--- config.mk ---
export PLATFORM = sky130hd
export DESIGN_NAME = rle_rgb565_frame_decoder
export DESIGN_NICKNAME = d
export VERILOG_FILES = /design/src/design/rlefd_pkg.sv /design/src/design/rle_rgb565_frame_decoder.sv
export SDC_FILE = /design/constraint.sdc
export NUM_CORES = 1
export LEC_CHECK = 0
export CORE_ASPECT_RATIO = 1.2
export CORE_MARGIN = 2
export CORE_UTILIZATION = 66
export DETAILED_ROUTE_END_ITERATION = 12
export DONT_BUFFER_PORTS = 1
export GPL_ROUTABILITY_DRIVEN = 0
export GPL_TIMING_DRIVEN = 0
export PLACE_DENSITY = 0.82
export RECOVER_POWER = 100
export REMOVE_ABC_BUFFERS = 1
export SLEW_MARGIN = 10
export SYNTH_ARGS = -nofsm -noshare
export SYNTH_HDL_FRONTEND = slang
export SYNTH_SLANG_ARGS = --single-unit
--- constraint.sdc ---
create_clock -name clk -period 8.8 [get_ports clk]
set_input_delay 0.44 -clock clk [delete_from_list [all_inputs] [get_ports clk]]
set_output_delay 0.44 -clock clk [all_outputs]
set_load 0.02 [all_outputs]
--- src/design/rlefd_pkg.sv ---
// Types and constants for the RLE RGB565 frame decoder.
// No dependencies; used by the top level and its checker.
`timescale 1ns / 1ps
`default_nettype none

package rlefd_pkg;

  localparam int CFG_INDEX_W = 3;
  localparam int CFG_DATA_W  = 16;

  // Configuration register indexes
  localparam logic [CFG_INDEX_W-1:0] CFG_EXPECTED_WIDTH  = 3'd0;
  localparam logic [CFG_INDEX_W-1:0] CFG_EXPECTED_HEIGHT = 3'd1;
  localparam logic [CFG_INDEX_W-1:0] CFG_CHECK_SIZE      = 3'd2;
  localparam logic [CFG_INDEX_W-1:0] CFG_X_ORIGIN        = 3'd3;
  localparam logic [CFG_INDEX_W-1:0] CFG_Y_ORIGIN        = 3'd4;

  // Register reset values
  localparam logic [15:0] EXPECTED_WIDTH_RST  = 16'd128;
  localparam logic [15:0] EXPECTED_HEIGHT_RST = 16'd96;
  localparam logic [9:0]  X_ORIGIN_RST        = 10'd0;
  localparam logic [9:0]  Y_ORIGIN_RST        = 10'd32;

  typedef enum logic [1:0] {
    OP_DATA  = 2'd0,
    OP_PULL  = 2'd1,
    OP_EOF   = 2'd2,
    OP_START = 2'd3
  } opcode_t;

  typedef enum logic [2:0] {
    ST_OK        = 3'd0,
    ST_ZERO_SIZE = 3'd1,
    ST_MISMATCH  = 3'd2,
    ST_ZERO_RUN  = 3'd3,
    ST_TRUNC     = 3'd4,
    ST_TRAILING  = 3'd5,
    ST_LEFTOVER  = 3'd6,
    ST_NOTREADY  = 3'd7
  } status_t;

  typedef struct packed {
    opcode_t     opcode;
    logic [7:0]  data_byte;
  } in_item_t;

  typedef struct packed {
    status_t     status;
    logic        pixel_valid;
    logic [15:0] pixel_color;
    logic [16:0] pixel_x;
    logic [16:0] pixel_y;
    logic        frame_done;
    logic        need_byte;
  } out_item_t;

endpackage

`default_nettype wire

--- src/design/rle_rgb565_frame_decoder.sv ---
// Channel | Dir | Payload                      | Beat taken when
// in      | in  | rlefd_pkg::in_item_t         | in_valid && in_ready
// out     | out | rlefd_pkg::out_item_t        | out_valid && out_ready
// cfg     | in  | cfg_index (3b), cfg_data(16b)| cfg_valid && cfg_ready
//
// One beat per cycle in each direction while out_ready is high; a result appears in the
// cycle after its input beat, held in the single result register behind the decode logic.
// in_ready drops only while a result waits in that register with out_ready low.
// cfg is always ready. rst is synchronous, active high; it clears the frame
// state and loads the register defaults.
// Depends on rlefd_pkg.
`timescale 1ns / 1ps
`default_nettype none

module rle_rgb565_frame_decoder (
  input  wire logic                                clk,
  input  wire logic                                rst,
  input  wire logic                                in_valid,
  output logic                                     in_ready,
  input  wire rlefd_pkg::in_item_t                 in_data,
  output logic                                     out_valid,
  input  wire logic                                out_ready,
  output rlefd_pkg::out_item_t                     out_data,
  input  wire logic                                cfg_valid,
  output logic                                     cfg_ready,
  input  wire logic [rlefd_pkg::CFG_INDEX_W-1:0]   cfg_index,
  input  wire logic [rlefd_pkg::CFG_DATA_W-1:0]    cfg_data
);

  typedef enum logic [2:0] {
    PH_HEADER,
    PH_RUNHDR,
    PH_PIXELS,
    PH_TAIL,
    PH_DONE,
    PH_ERROR
  } phase_t;

  // configuration
  logic [15:0] expected_width;
  logic [15:0] expected_height;
  logic        check_size;
  logic [9:0]  x_origin;
  logic [9:0]  y_origin;

  // frame state
  phase_t             phase, phase_next;
  logic [1:0]         byte_index, byte_index_next;
  logic [23:0]        byte_gather, byte_gather_next;
  logic [15:0]        frame_width, frame_width_next;
  logic [15:0]        frame_height, frame_height_next;
  logic [15:0]        run_left, run_left_next;
  logic [15:0]        run_color, run_color_next;
  logic [15:0]        column, column_next;
  logic [15:0]        row, row_next;
  rlefd_pkg::status_t error_code, error_code_next;

  rlefd_pkg::out_item_t res;
  logic                 accept;
  logic [31:0]          word;
  logic [16:0]          col_inc;
  logic [15:0]          row_after;
  logic [15:0]          run_dec;

  assign in_ready  = !out_valid || out_ready;
  assign accept    = in_valid && in_ready;
  assign cfg_ready = 1'b1;

  assign word      = {in_data.data_byte, byte_gather};
  assign col_inc   = {1'b0, column} + 17'd1;
  assign row_after = (col_inc >= {1'b0, frame_width}) ? row + 16'd1 : row;
  assign run_dec   = run_left - 16'd1;

  always_comb begin
    phase_next        = phase;
    byte_index_next   = byte_index;
    byte_gather_next  = byte_gather;
    frame_width_next  = frame_width;
    frame_height_next = frame_height;
    run_left_next     = run_left;
    run_color_next    = run_color;
    column_next       = column;
    row_next          = row;
    error_code_next   = error_code;
    res               = '0;
    res.status        = rlefd_pkg::ST_OK;

    if (in_data.opcode == rlefd_pkg::OP_START) begin
      phase_next        = PH_HEADER;
      byte_index_next   = 2'd0;
      byte_gather_next  = '0;
      frame_width_next  = '0;
      frame_height_next = '0;
      run_left_next     = '0;
      run_color_next    = '0;
      column_next       = '0;
      row_next          = '0;
      error_code_next   = rlefd_pkg::ST_OK;
    end else if (phase == PH_ERROR) begin
      res.status = error_code;
    end else begin
      unique case (in_data.opcode)
        rlefd_pkg::OP_DATA: begin
          if (phase == PH_HEADER || phase == PH_RUNHDR) begin
            if (byte_index != 2'd3) begin
              byte_index_next = byte_index + 2'd1;
              case (byte_index)
                2'd0:    byte_gather_next[7:0]   = in_data.data_byte;
                2'd1:    byte_gather_next[15:8]  = in_data.data_byte;
                default: byte_gather_next[23:16] = in_data.data_byte;
              endcase
            end else begin
              byte_index_next  = 2'd0;
              byte_gather_next = '0;
              if (phase == PH_HEADER) begin
                frame_width_next  = word[15:0];
                frame_height_next = word[31:16];
                if (word[15:0] == 16'd0 || word[31:16] == 16'd0) begin
                  res.status      = rlefd_pkg::ST_ZERO_SIZE;
                  error_code_next = rlefd_pkg::ST_ZERO_SIZE;
                  phase_next      = PH_ERROR;
                end else if (check_size && (word[15:0] != expected_width ||
                                            word[31:16] != expected_height)) begin
                  res.status      = rlefd_pkg::ST_MISMATCH;
                  error_code_next = rlefd_pkg::ST_MISMATCH;
                  phase_next      = PH_ERROR;
                end else begin
                  phase_next = PH_RUNHDR;
                end
              end else begin
                run_left_next  = word[15:0];
                run_color_next = word[31:16];
                if (word[15:0] == 16'd0) begin
                  res.status      = rlefd_pkg::ST_ZERO_RUN;
                  error_code_next = rlefd_pkg::ST_ZERO_RUN;
                  phase_next      = PH_ERROR;
                end else begin
                  phase_next = PH_PIXELS;
                end
              end
            end
          end else if (phase == PH_TAIL) begin
            res.status      = rlefd_pkg::ST_TRAILING;
            error_code_next = rlefd_pkg::ST_TRAILING;
            phase_next      = PH_ERROR;
          end else begin
            res.status = rlefd_pkg::ST_NOTREADY;
          end
        end
        rlefd_pkg::OP_PULL: begin
          if (phase == PH_PIXELS) begin
            // column < width and row < height hold here, so no underflow
            res.pixel_valid = 1'b1;
            res.pixel_color = run_color;
            res.pixel_x     = {7'd0, x_origin} + {1'b0, frame_width - 16'd1 - column};
            res.pixel_y     = {7'd0, y_origin} + {1'b0, frame_height - 16'd1 - row};
            run_left_next   = run_dec;
            row_next        = row_after;
            column_next     = (col_inc >= {1'b0, frame_width}) ? 16'd0 : col_inc[15:0];
            if (row_after >= frame_height) begin
              res.frame_done = 1'b1;
              if (run_dec != 16'd0) begin
                res.status      = rlefd_pkg::ST_LEFTOVER;
                error_code_next = rlefd_pkg::ST_LEFTOVER;
                phase_next      = PH_ERROR;
              end else begin
                phase_next = PH_TAIL;
              end
            end else if (run_dec == 16'd0) begin
              phase_next = PH_RUNHDR;
            end
          end else begin
            res.status = rlefd_pkg::ST_NOTREADY;
          end
        end
        default: begin
          // end of file
          if (phase == PH_HEADER || phase == PH_RUNHDR) begin
            res.status      = rlefd_pkg::ST_TRUNC;
            error_code_next = rlefd_pkg::ST_TRUNC;
            phase_next      = PH_ERROR;
          end else if (phase == PH_TAIL) begin
            phase_next     = PH_DONE;
            res.frame_done = 1'b1;
          end else begin
            res.status = rlefd_pkg::ST_NOTREADY;
          end
        end
      endcase
    end

    res.need_byte = (phase_next == PH_HEADER) || (phase_next == PH_RUNHDR);
  end

  always_ff @(posedge clk) begin
    if (rst) begin
      expected_width  <= rlefd_pkg::EXPECTED_WIDTH_RST;
      expected_height <= rlefd_pkg::EXPECTED_HEIGHT_RST;
      check_size      <= 1'b0;
      x_origin        <= rlefd_pkg::X_ORIGIN_RST;
      y_origin        <= rlefd_pkg::Y_ORIGIN_RST;
      phase           <= PH_HEADER;
      byte_index      <= 2'd0;
      byte_gather     <= '0;
      frame_width     <= '0;
      frame_height    <= '0;
      run_left        <= '0;
      run_color       <= '0;
      column          <= '0;
      row             <= '0;
      error_code      <= rlefd_pkg::ST_OK;
      out_valid       <= 1'b0;
    end else begin
      if (cfg_valid) begin
        case (cfg_index)
          rlefd_pkg::CFG_EXPECTED_WIDTH:  expected_width  <= cfg_data;
          rlefd_pkg::CFG_EXPECTED_HEIGHT: expected_height <= cfg_data;
          rlefd_pkg::CFG_CHECK_SIZE:      check_size      <= cfg_data[0];
          rlefd_pkg::CFG_X_ORIGIN:        x_origin        <= cfg_data[9:0];
          rlefd_pkg::CFG_Y_ORIGIN:        y_origin        <= cfg_data[9:0];
          default: ;
        endcase
      end
      if (accept) begin
        phase        <= phase_next;
        byte_index   <= byte_index_next;
        byte_gather  <= byte_gather_next;
        frame_width  <= frame_width_next;
        frame_height <= frame_height_next;
        run_left     <= run_left_next;
        run_color    <= run_color_next;
        column       <= column_next;
        row          <= row_next;
        error_code   <= error_code_next;
      end
      if (in_ready) begin
        out_valid <= in_valid;
      end
    end
    if (accept) begin
      out_data <= res;
    end
  end

endmodule

`default_nettype wire

# == After elaboration in Yosys (flattened, before gate mapping) ==
# Index checks and enable logic that the tools add are counted.
# classes
addsub,10
order_cmp,2
eq_ne,31
mux,97
bitwise_logic,2
reduce_logical,42
# ops
op,n
2-to-1 mux 16 bit,34
2-to-1 mux 24 bit,5
2-to-1 mux 3 bit,37
2-to-1 mux 52 bit,1
zero test 16 bit,3
subtractor 16 x 1 -> 16 bit (second input constant),3
adder 10 x 16 -> 17 bit,2
inequality test 16 bit,2
case mux 16 bit (2 select lines),1
subtractor 16 bit,2
2-to-1 mux 8 bit,3
inequality test 3 bit (second input constant),7
2-to-1 mux 2 bit,9
case mux 3 bit (2 select lines),3
adder 16 x 1 -> 17 bit (second input constant),1
greater-or-equal comparator 17 x 16 -> 1 bit,1
adder 16 x 1 -> 16 bit (second input constant),1
greater-or-equal comparator 16 bit,1
nonzero test 16 bit,1
AND reduction 5 bit,3
equality test 3 x 2 -> 1 bit (second input constant),4
AND reduction 6 bit,2
AND reduction 10 bit,1
AND reduction 2 bit,5
26 further kinds,52
# totals
reg_bits,238
inputBits,34
output_inout_bits,59
elab_cells,209

# == Logic depth before layout (Yosys ltp) ==
# Gate-level depths: netlist (run 1).
# depth
ltp_word,13
depth_mapped,26
depth_no_buf,24

# == Worst setup path after synthesis (run 1) ==
# OpenSTA, ideal clock, no wires.
# synth_path
path_kind,reg-to-reg
startpoint,register column[0]
endpoint,register error_code[0]
setup_ps,121
t_arrival_ps,5097
required_ps,8679
path_slack_ps,3583
stages_incl_launch_ff,25
path_cell_list,dfxtp_1 inv_1 nor3_1 nand3_1 or3_1 clkbuf_1 xnor2_1 ha_1 a21oi_2 nor2b_1 a2111oi_4 o211ai_1 o221a_1 buf_6 nor2_1 xnor2_1 ha_1 nand2b_1 a2111oi_0 o311ai_0 a31oi_1 o21a_1 nor2_2 o21ai_1 mux2_2
# synth_between
elab_chain_cells,6
# synth_lines
element,line,text
start: declaration,rle_rgb565_frame_decoder.sv:54,"logic [15:0] column, column_next;"
start signal: assignment,rle_rgb565_frame_decoder.sv:232,column <= column_next;
adder 16 x 1 -> 17 bit,rle_rgb565_frame_decoder.sv:70,"assign col_inc = {1'b0, column} + 17'd1;"
greater-or-equal comparator 17 x 16 -> 1 bit,rle_rgb565_frame_decoder.sv:71,"assign row_after = (col_inc >= {1'b0, frame_width}) ? row + 16'd1 : row;"
2-to-1 mux 16 bit,rle_rgb565_frame_decoder.sv:71,
greater-or-equal comparator 16 bit,rle_rgb565_frame_decoder.sv:160,if (row_after >= frame_height) begin
inequality test 3 bit (no source line),--,
AND reduction 10 bit (no source line),--,
end signal: assignment,rle_rgb565_frame_decoder.sv:211,error_code <= rlefd_pkg::ST_OK;
end signal: assignment,rle_rgb565_frame_decoder.sv:234,error_code <= error_code_next;
end: declaration,rle_rgb565_frame_decoder.sv:56,"rlefd_pkg::status_t error_code, error_code_next;"
# No other way between the ends.
# A chain may end at the register's enable or synchronous reset.

# == Final worst setup path (run 1) ==
# layout_path
startpoint,register column[1]
endpoint,register error_code[0]
# The elaborated chain is that of the path after synthesis.

==> results of run 1 <==
==> state kept, by name, indices dropped and copies added (netlist names) <==
name / flops
byte_index: 2
x_origin: 10
y_origin: 10
run_color: 16
column: 16
frame_width: 16
out_valid: 1
out_data: 56
expected_width: 16
error_code: 3
frame_height: 16
row: 16
expected_height: 16
byte_gather: 24
run_left: 16
check_size: 1
phase: 3
==> worst reg2reg max path, cell delays in order (launching register included) <==
cell,delay (ns)
dfxtp_1,0.46
ha_1,0.23
and3_1,0.20
and3_1,0.23
nand2_1,0.09
nor2_1,0.20
nand2_1,0.10
xnor2_1,0.22
ha_1,0.30
nor2b_1,0.15
a2111oi_0,0.43
o211ai_1,0.15
o221a_1,0.43
nor2_1,0.69
xnor2_1,0.20
ha_1,0.25
nand2b_1,0.15
a2111oi_0,0.43
o311ai_0,0.24
a31oi_1,0.29
o21a_1,0.26
nor2_1,0.12
o21ai_0,0.43
mux2_2,0.39
==> cell usage in the layout (no fill, tap or decap), types with 21 or more instances in the layout <==
cell and count:
a21oi_1 150, a22oi_1 44, and3_1 31, clkbuf_16 26
dfxtp_1 182, edfxtp_1 56, ha_1 93, inv_1 93
mux2i_1 29, nand2_1 208, nand3_1 33, nor2_1 173
nor2b_1 34, nor3_1 32, nor4_1 28, o211ai_1 21
o21ai_0 54, xnor2_1 61, xor2_1 45
==> timing repair <==
| action | in CTS | in global routing |
|---|---|---|
| setup endpoints to repair | 0 | 0 |
| buffers inserted | 0 | 0 |
| hold buffers | 7 | 0 |
| hold endpoints to repair | 36 | 0 |
==> cell families (layout without fill, tap and decap cells) <==
logic type	Yosys count	in the layout	share of synthesized area
AND/OR/NAND/NOR	647	647	0.218
AO/OA/AOI/OAI	401	401	0.182
flip-flops	238	238	0.375
buffers and inverters	170	151	0.0467
XOR/XNOR	106	106	0.0654
adder cells (fa/ha/maj)	98	98	0.0885
multiplexers	33	33	0.0236
other	1	1	0.000264
==> metal layers <==
metal,up-vias,GRT usage
met2,541,0.563
met1,5919,0.423
met5,-,0
li1,5944,-
met3,147,0.0629
met4,0,0.159
==> Yosys cell counts (19+ instances only) <==
master	number	area, um2
a21o_1	19	143
a21oi_1	150	751
a22oi_1	44	330
and3_1	31	194
clkbuf_1	64	240
dfxtp_1	182	3640
edfxtp_1	56	1680
ha_1	94	1180
inv_1	93	349
mux2i_1	29	290
nand2_1	208	781
nand3_1	33	165
nand4_1	19	119
nor2_1	172	646
nor2b_1	34	213
nor3_1	32	160
nor4_1	28	175
o211ai_1	21	158
o21ai_0	51	255
xnor2_1	61	534
xor2_1	45	394
==> area by class of cell <==
cell class,count,share of cell area
Sequential cell,238,0.351
Inverter,94,0.0233
Tap cell,270,0.0223
Timing Repair Buffer,13,0.00990
Clock buffer,33,0.0466
Clock inverter,11,0.00751
Multi-Input combinational cell,1286,0.539
==> how the worst max path moves through the flow <==
stage | startpoint | end | slack, ns | cells past startpoint
final | column[1] | error_code[0] | 2.06 | 23
after global routing | column[1] | error_code[1] | 1.62 | 23
after CTS | column[1] | out_data[0] | 2.32 | 24
after detailed placement | column[1] | out_data[0] | 2.39 | 24
after global placement | column[1] | out_data[0] | 2.47 | 24
after floorplan | column[1] | error_code[0] | 3.59 | 23
==> through the flow <==
stage | power, mW | util | cell area, um2 | instances
4_1_cts | 2.52 | 0.727 | 15300 | 1945
5_1_grt | 2.60 | 0.721 | 15200 | 1945
3_3_place_gp | 1.44 | 0.676 | 14200 | 1888
6_report | 2.51 | 0.721 | 15200 | 1945
3_5_place_dp | 1.45 | 0.683 | 14400 | 1894
2_1_floorplan | 1.39 | - | 13900 | 1618
==> power groups by stage <==
stage	Clock [mW]	Sequential (mW)	Combinational, mW
6_report	1.06	1.19	0.266
5_1_grt	1.12	1.19	0.292
4_1_cts	1.06	1.18	0.268
3_5_place_dp	0	1.21	0.245
3_3_place_gp	0	1.21	0.233
2_1_floorplan	0	1.20	0.190
==> impl_metrics.tcl, run 1 <==
set metrics [dict create \
    worstSkewPairLatency_ns 0.53 \
    clockBufferDepth 3 \
    grt_pass1_vias 11900 \
    status "finished, violations left" \
    grt_remaining_overflow 0 \
    start_kind "flip-flop" \
    vias 12600 \
    ctsHtreeMaxLevel 1 \
    async_reset_ff_frac 0 \
    synthCells 1694 \
    dieArea_um2 22700 \
    antenna_found_initial 0 \
    hold_viol 0 \
    crit_path_top_delay_cell "nor2_1" \
    rows 58 \
    ir_drop_mv 0.169 \
    setup_viol_count_final 0 \
    synth_cell_types 82 \
    area_growth_pct 6.91 \
    cap_violations 4 \
    finClkSkew_ns 0.0120 \
    dp_hpwl_um 25800 \
    reg2regPathDepth 23 \
    drc_errors 0 \
    hold_end "y_origin[5]" \
    antennaDiodeCount 0 \
    syn-cell-area_um2 14200 \
    slew_violations 82 \
    finalWorstSetupSlack_ns 2.06 \
    criticalPathCategory "flip-flop to flip-flop" \
    cts_resized 0 \
    cellLeakagePower_nw 5.82 \
    drt_first_pass_iters 6 \
    synth-seq-cells 238 \
    hold_slack_ns 0.0336 \
    cp_data_arrival_time_ns 7.15 \
    routed_wl_um 38200 \
    fin_crit_sh 0.766 \
    powerDensity_nw_per_um2 166 \
    wl_met2_um 17700 \
    numCtsBuffers 24 \
    initial_core_util 0.674 \
    synth_edf_count 56 \
    crit_path_end_kind "flip-flop" \
    grt_pass1_wl_um 60500 \
    multi_input_area_um2 8180 \
    fillCellCount 1651 \
    top_layer "met4" \
    cp_top_family "compound AO/OA/AOI/OAI gates" \
    seq_power_share 0.472 \
    ys.flop_type "dfxtp_1" \
    critPathRequiredTime_ns 9.22 \
    die_x_um 138 \
    period_minus_slack_ns 6.74 \
    regArea_um2 5330 \
    switching_share 0.256 \
    grt_max_degree 51 \
    ff2ff_setup_slack_ns 2.06 \
    worst_pin_slew_ns 2.70 \
    path_max_fanout 10 \
    core_area_um2 21000 \
    holdPathStages 2 \
    boundaryPins 93 \
    power_frac_comb 0.106 \
    vias_per_cell 6.45 \
    wl_met3_um 3200 \
    cts_tree "done" \
    dp_slack_ns 2.39 \
    max_slew_margin -0.799 \
    grt_setup_unrepaired "no" \
    critPathBufInv 0 \
    synth_warnings 0 \
    die_y_um 165 \
    num-nets-final 1789 \
    min_from "cfg_data[5]" \
    ant_nets 0 \
    violations "max-capacitance violations, max-slew violations" \
    r2r-end "error_code[0]" \
    drt-initial-drc-count 1373 \
    hp-class "primary input to flip-flop" \
    cts.clk_slew.worst_paths_ns 0.07 \
    r2r-start "column[1]" \
    path_cells "ha_1, and3_1, and3_1, nand2_1, nor2_1, nand2_1, xnor2_1, ha_1, nor2b_1, a2111oi_0, o211ai_1, o221a_1, nor2_1, xnor2_1, ha_1, nand2b_1, a2111oi_0, o311ai_0, a31oi_1, o21a_1, nor2_1, o21ai_0, mux2_2" \
    synth-seq-area-share 0.375 \
    clock-sinks 238 \
    power.switching_mw 0.644 \
    slowest_delay_ns 0.69 \
    port_buffers 0 \
    clkPwrFrac 0.422 \
    wire_per_inst_um 19.6 \
    max_freq_ghz 0.148 \
    p_int_mw 1.87 \
    root_buffer "clkbuf_16" \
    setup_tns_ns 0 \
    grt_usage 0.339 \
    drive_gt1_frac 0.0418 \
    syn_area_per_cell_um2 8.38 \
    met1Wirelength_um 15300 \
]
Power figures use the tool's default switching activity.
==> run 2: changes to the inputs <==
--- a/config.mk
+++ b/config.mk
@@ -7,12 +7,12 @@
 export LEC_CHECK = 0
 export CORE_ASPECT_RATIO = 1.2
 export CORE_MARGIN = 2
-export CORE_UTILIZATION = 66
+export CORE_UTILIZATION = 58
 export DETAILED_ROUTE_END_ITERATION = 12
 export DONT_BUFFER_PORTS = 1
 export GPL_ROUTABILITY_DRIVEN = 0
 export GPL_TIMING_DRIVEN = 0
-export PLACE_DENSITY = 0.82
+export PLACE_DENSITY = 0.76
 export RECOVER_POWER = 100
 export REMOVE_ABC_BUFFERS = 1
 export SLEW_MARGIN = 10
==> constraint.sdc (replaced) <==
create_clock -name clk -period 5.6 [get_ports clk]
set_input_delay 0.28 -clock clk [delete_from_list [all_inputs] [get_ports clk]]
set_output_delay 0.28 -clock clk [all_outputs]
set_load 0.02 [all_outputs]
==> impl_metrics.tcl, run 2 (synthesis gave the netlist of run 1 again) <==
set metrics [dict create \
    status "finished, violations left" \
    violations "max-capacitance violations, max-slew violations" \
    max_slew_margin -0.890 \
    grt_remaining_overflow 0 \
    powerDensity_nw_per_um2 247 \
    regMostFlops "out_data" \
    max_freq_ghz 0.183 \
    clock-sinks 238 \
    top_regs "out_data (56), byte_gather (24)" \
    ctsHtreeMaxLevel 1 \
    critPathRequiredTime_ns 6.02 \
    vias_per_cell 6.17 \
    grt_pass1_wl_um 60400 \
    power_mw 3.86 \
    num-nets-final 1823 \
    worstSkewPairLatency_ns 0.55 \
    grt_usage 0.288 \
    crit_path_top_delay_cell "dfxtp_4" \
    die_y_um 175 \
    dieArea_um2 25700 \
    crit_path_end_kind "flip-flop" \
    grt_setup_unrepaired "yes" \
    met2_usage 0.481 \
    grt_util_met1 0.374 \
    boundaryPins 93 \
    drt_first_pass_iters 6 \
    ir_drop_mv 0.301 \
    cts.clk_slew.worst_paths_ns 0.06 \
    wire_per_inst_um 19.1 \
    cellLeakagePower_nw 5.98 \
    ant_nets 0 \
    layout_common_cells "nand2_1, dfxtp_1, nor2_1, a21oi_1, inv_1" \
    slew_violations 80 \
    die_x_um 147 \
    drc_errors 0 \
    worst_pin_slew_ns 2.84 \
    grt_pass1_vias 11800 \
    dp_hpwl_um 26200 \
    rows 62 \
    final_common_cell "nand2_1" \
    clockBufferDepth 3 \
    finClkSkew_ns 0.0153 \
    period_minus_slack_ns 5.47 \
    slowest_delay_ns 0.37 \
    cts_tree "done" \
    cp_data_arrival_time_ns 5.89 \
    finalWorstSetupSlack_ns 0.133 \
    grt_max_degree 159 \
    numCtsBuffers 25 \
    largest_reg_flops 56 \
    final_core_util 0.654 \
    root_buffer "clkbuf_16" \
    drive_gt1_frac 0.0667 \
    hold_slack_ns 0.0237 \
    initial_core_util 0.592 \
    cap_violations 3 \
    routed_wl_um 38800 \
    drt-initial-drc-count 1251 \
    dp_slack_ns -0.917 \
    antenna_found_initial 1 \
    criticalPathCategory "flip-flop to flip-flop" \
    path_max_fanout 7 \
    vias 12500 \
    setup_viol_count_final 0 \
    core_area_um2 24000 \
    fin_crit_sh 0.976 \
    area_growth_pct 10.4 \
    port_buffers 0 \
    hold_viol 0 \
    path_cells "ha_2, and3_4, and3_4, nand2_1, nor2_2, nand2_2, xnor2_2, ha_1, nor2b_1, a2111oi_4, o211ai_1, o221a_4, o21a_2, nand3_1, xnor2_1, ha_1, a21o_1, a21oi_2, o311ai_2, a31oi_2, o21a_2, nor2_4, o21ai_2, mux2_2" \
    hp-class "primary input to flip-flop" \
    start_kind "flip-flop" \
    busiest_layer "met2" \
    use_met3 0.0426 \
]
[run 2: cell count changes in the layout (fill, tap and decap cells not counted), sizes merged]
cell         delta
bufinv          -2
diode           +2
o221a           +1
clkinv          +1
inv             +3
dlygate4sd3    +22
clkbuf          -1
buf            +10
[run 2: repair_timing]
item | in CTS | in global routing
endpoints found under the hold margin | 162 | 0
hold buffers | 27 | 0
gates resized for setup | 19 | 28
pin swaps | 3 | 16
setup buffers | 2 | 10
setup endpoints to repair | 10 | 10
gates cloned | 0 | 1
[run 2: power by group]
| group | total [mW] | internal (mW) | switching [mW] |
|---|---|---|---|
| clock network | 1.54 | 0.842 | 0.697 |
| logic | 0.460 | 0.175 | 0.285 |
| registers | 1.86 | 1.80 | 0.0611 |
| total | 3.86 | 2.82 | 1.04 |
[run 2: routing by layer]
metal / wire length (um) / vias up
met5: 0 / -
met4: 1760 / 0
met3: 3000 / 107
met2: 18100 / 539
met1: 15900 / 5878
li1: - / 6016
[run 2: worst paths after layout]
path,start,end,slack [ns],cells after the start
max,column[0],error_code[1],0.13,24
min,in_data[0],frame_height[8],0.02,3
max reg2reg,column[0],error_code[1],0.13,24
min reg2reg,row[4],row[4],0.45,1
[run 2: critical path, delay by kind of cell, from the launching register on]
family / cells / cell delay [ns]
compound gates: 10 / 2.44
simple gates: 8 / 1.08
fa+ha+maj: 3 / 0.77
flops: 1 / 0.37
mux: 1 / 0.36
xor+xnor: 2 / 0.28
[run 2: final cells by class]
type                            instances  area [um2]
Sequential cell                       238        5330
Fill cell                            1943        8300
Tap cell                              320         400
Antenna cell                            2        5.00
Inverter                               94         354
Timing Repair Buffer                   45         428
Clock inverter                         13        83.8
Clock buffer                           32         662
Multi-Input combinational cell       1287        8400
[run 2: stage by stage]
| stage | setup TNS, ns | instance area [um2] | instances |
|---|---|---|---|
| finish | 0 | 15700 | 2031 |
| global route | -0.553 | 15700 | 2029 |
| global placement | -6.51 | 14300 | 1938 |
| floorplan | 0 | 13900 | 1618 |
| CTS | 0 | 15500 | 2018 |
| detailed placement | -7.33 | 14400 | 1944 |
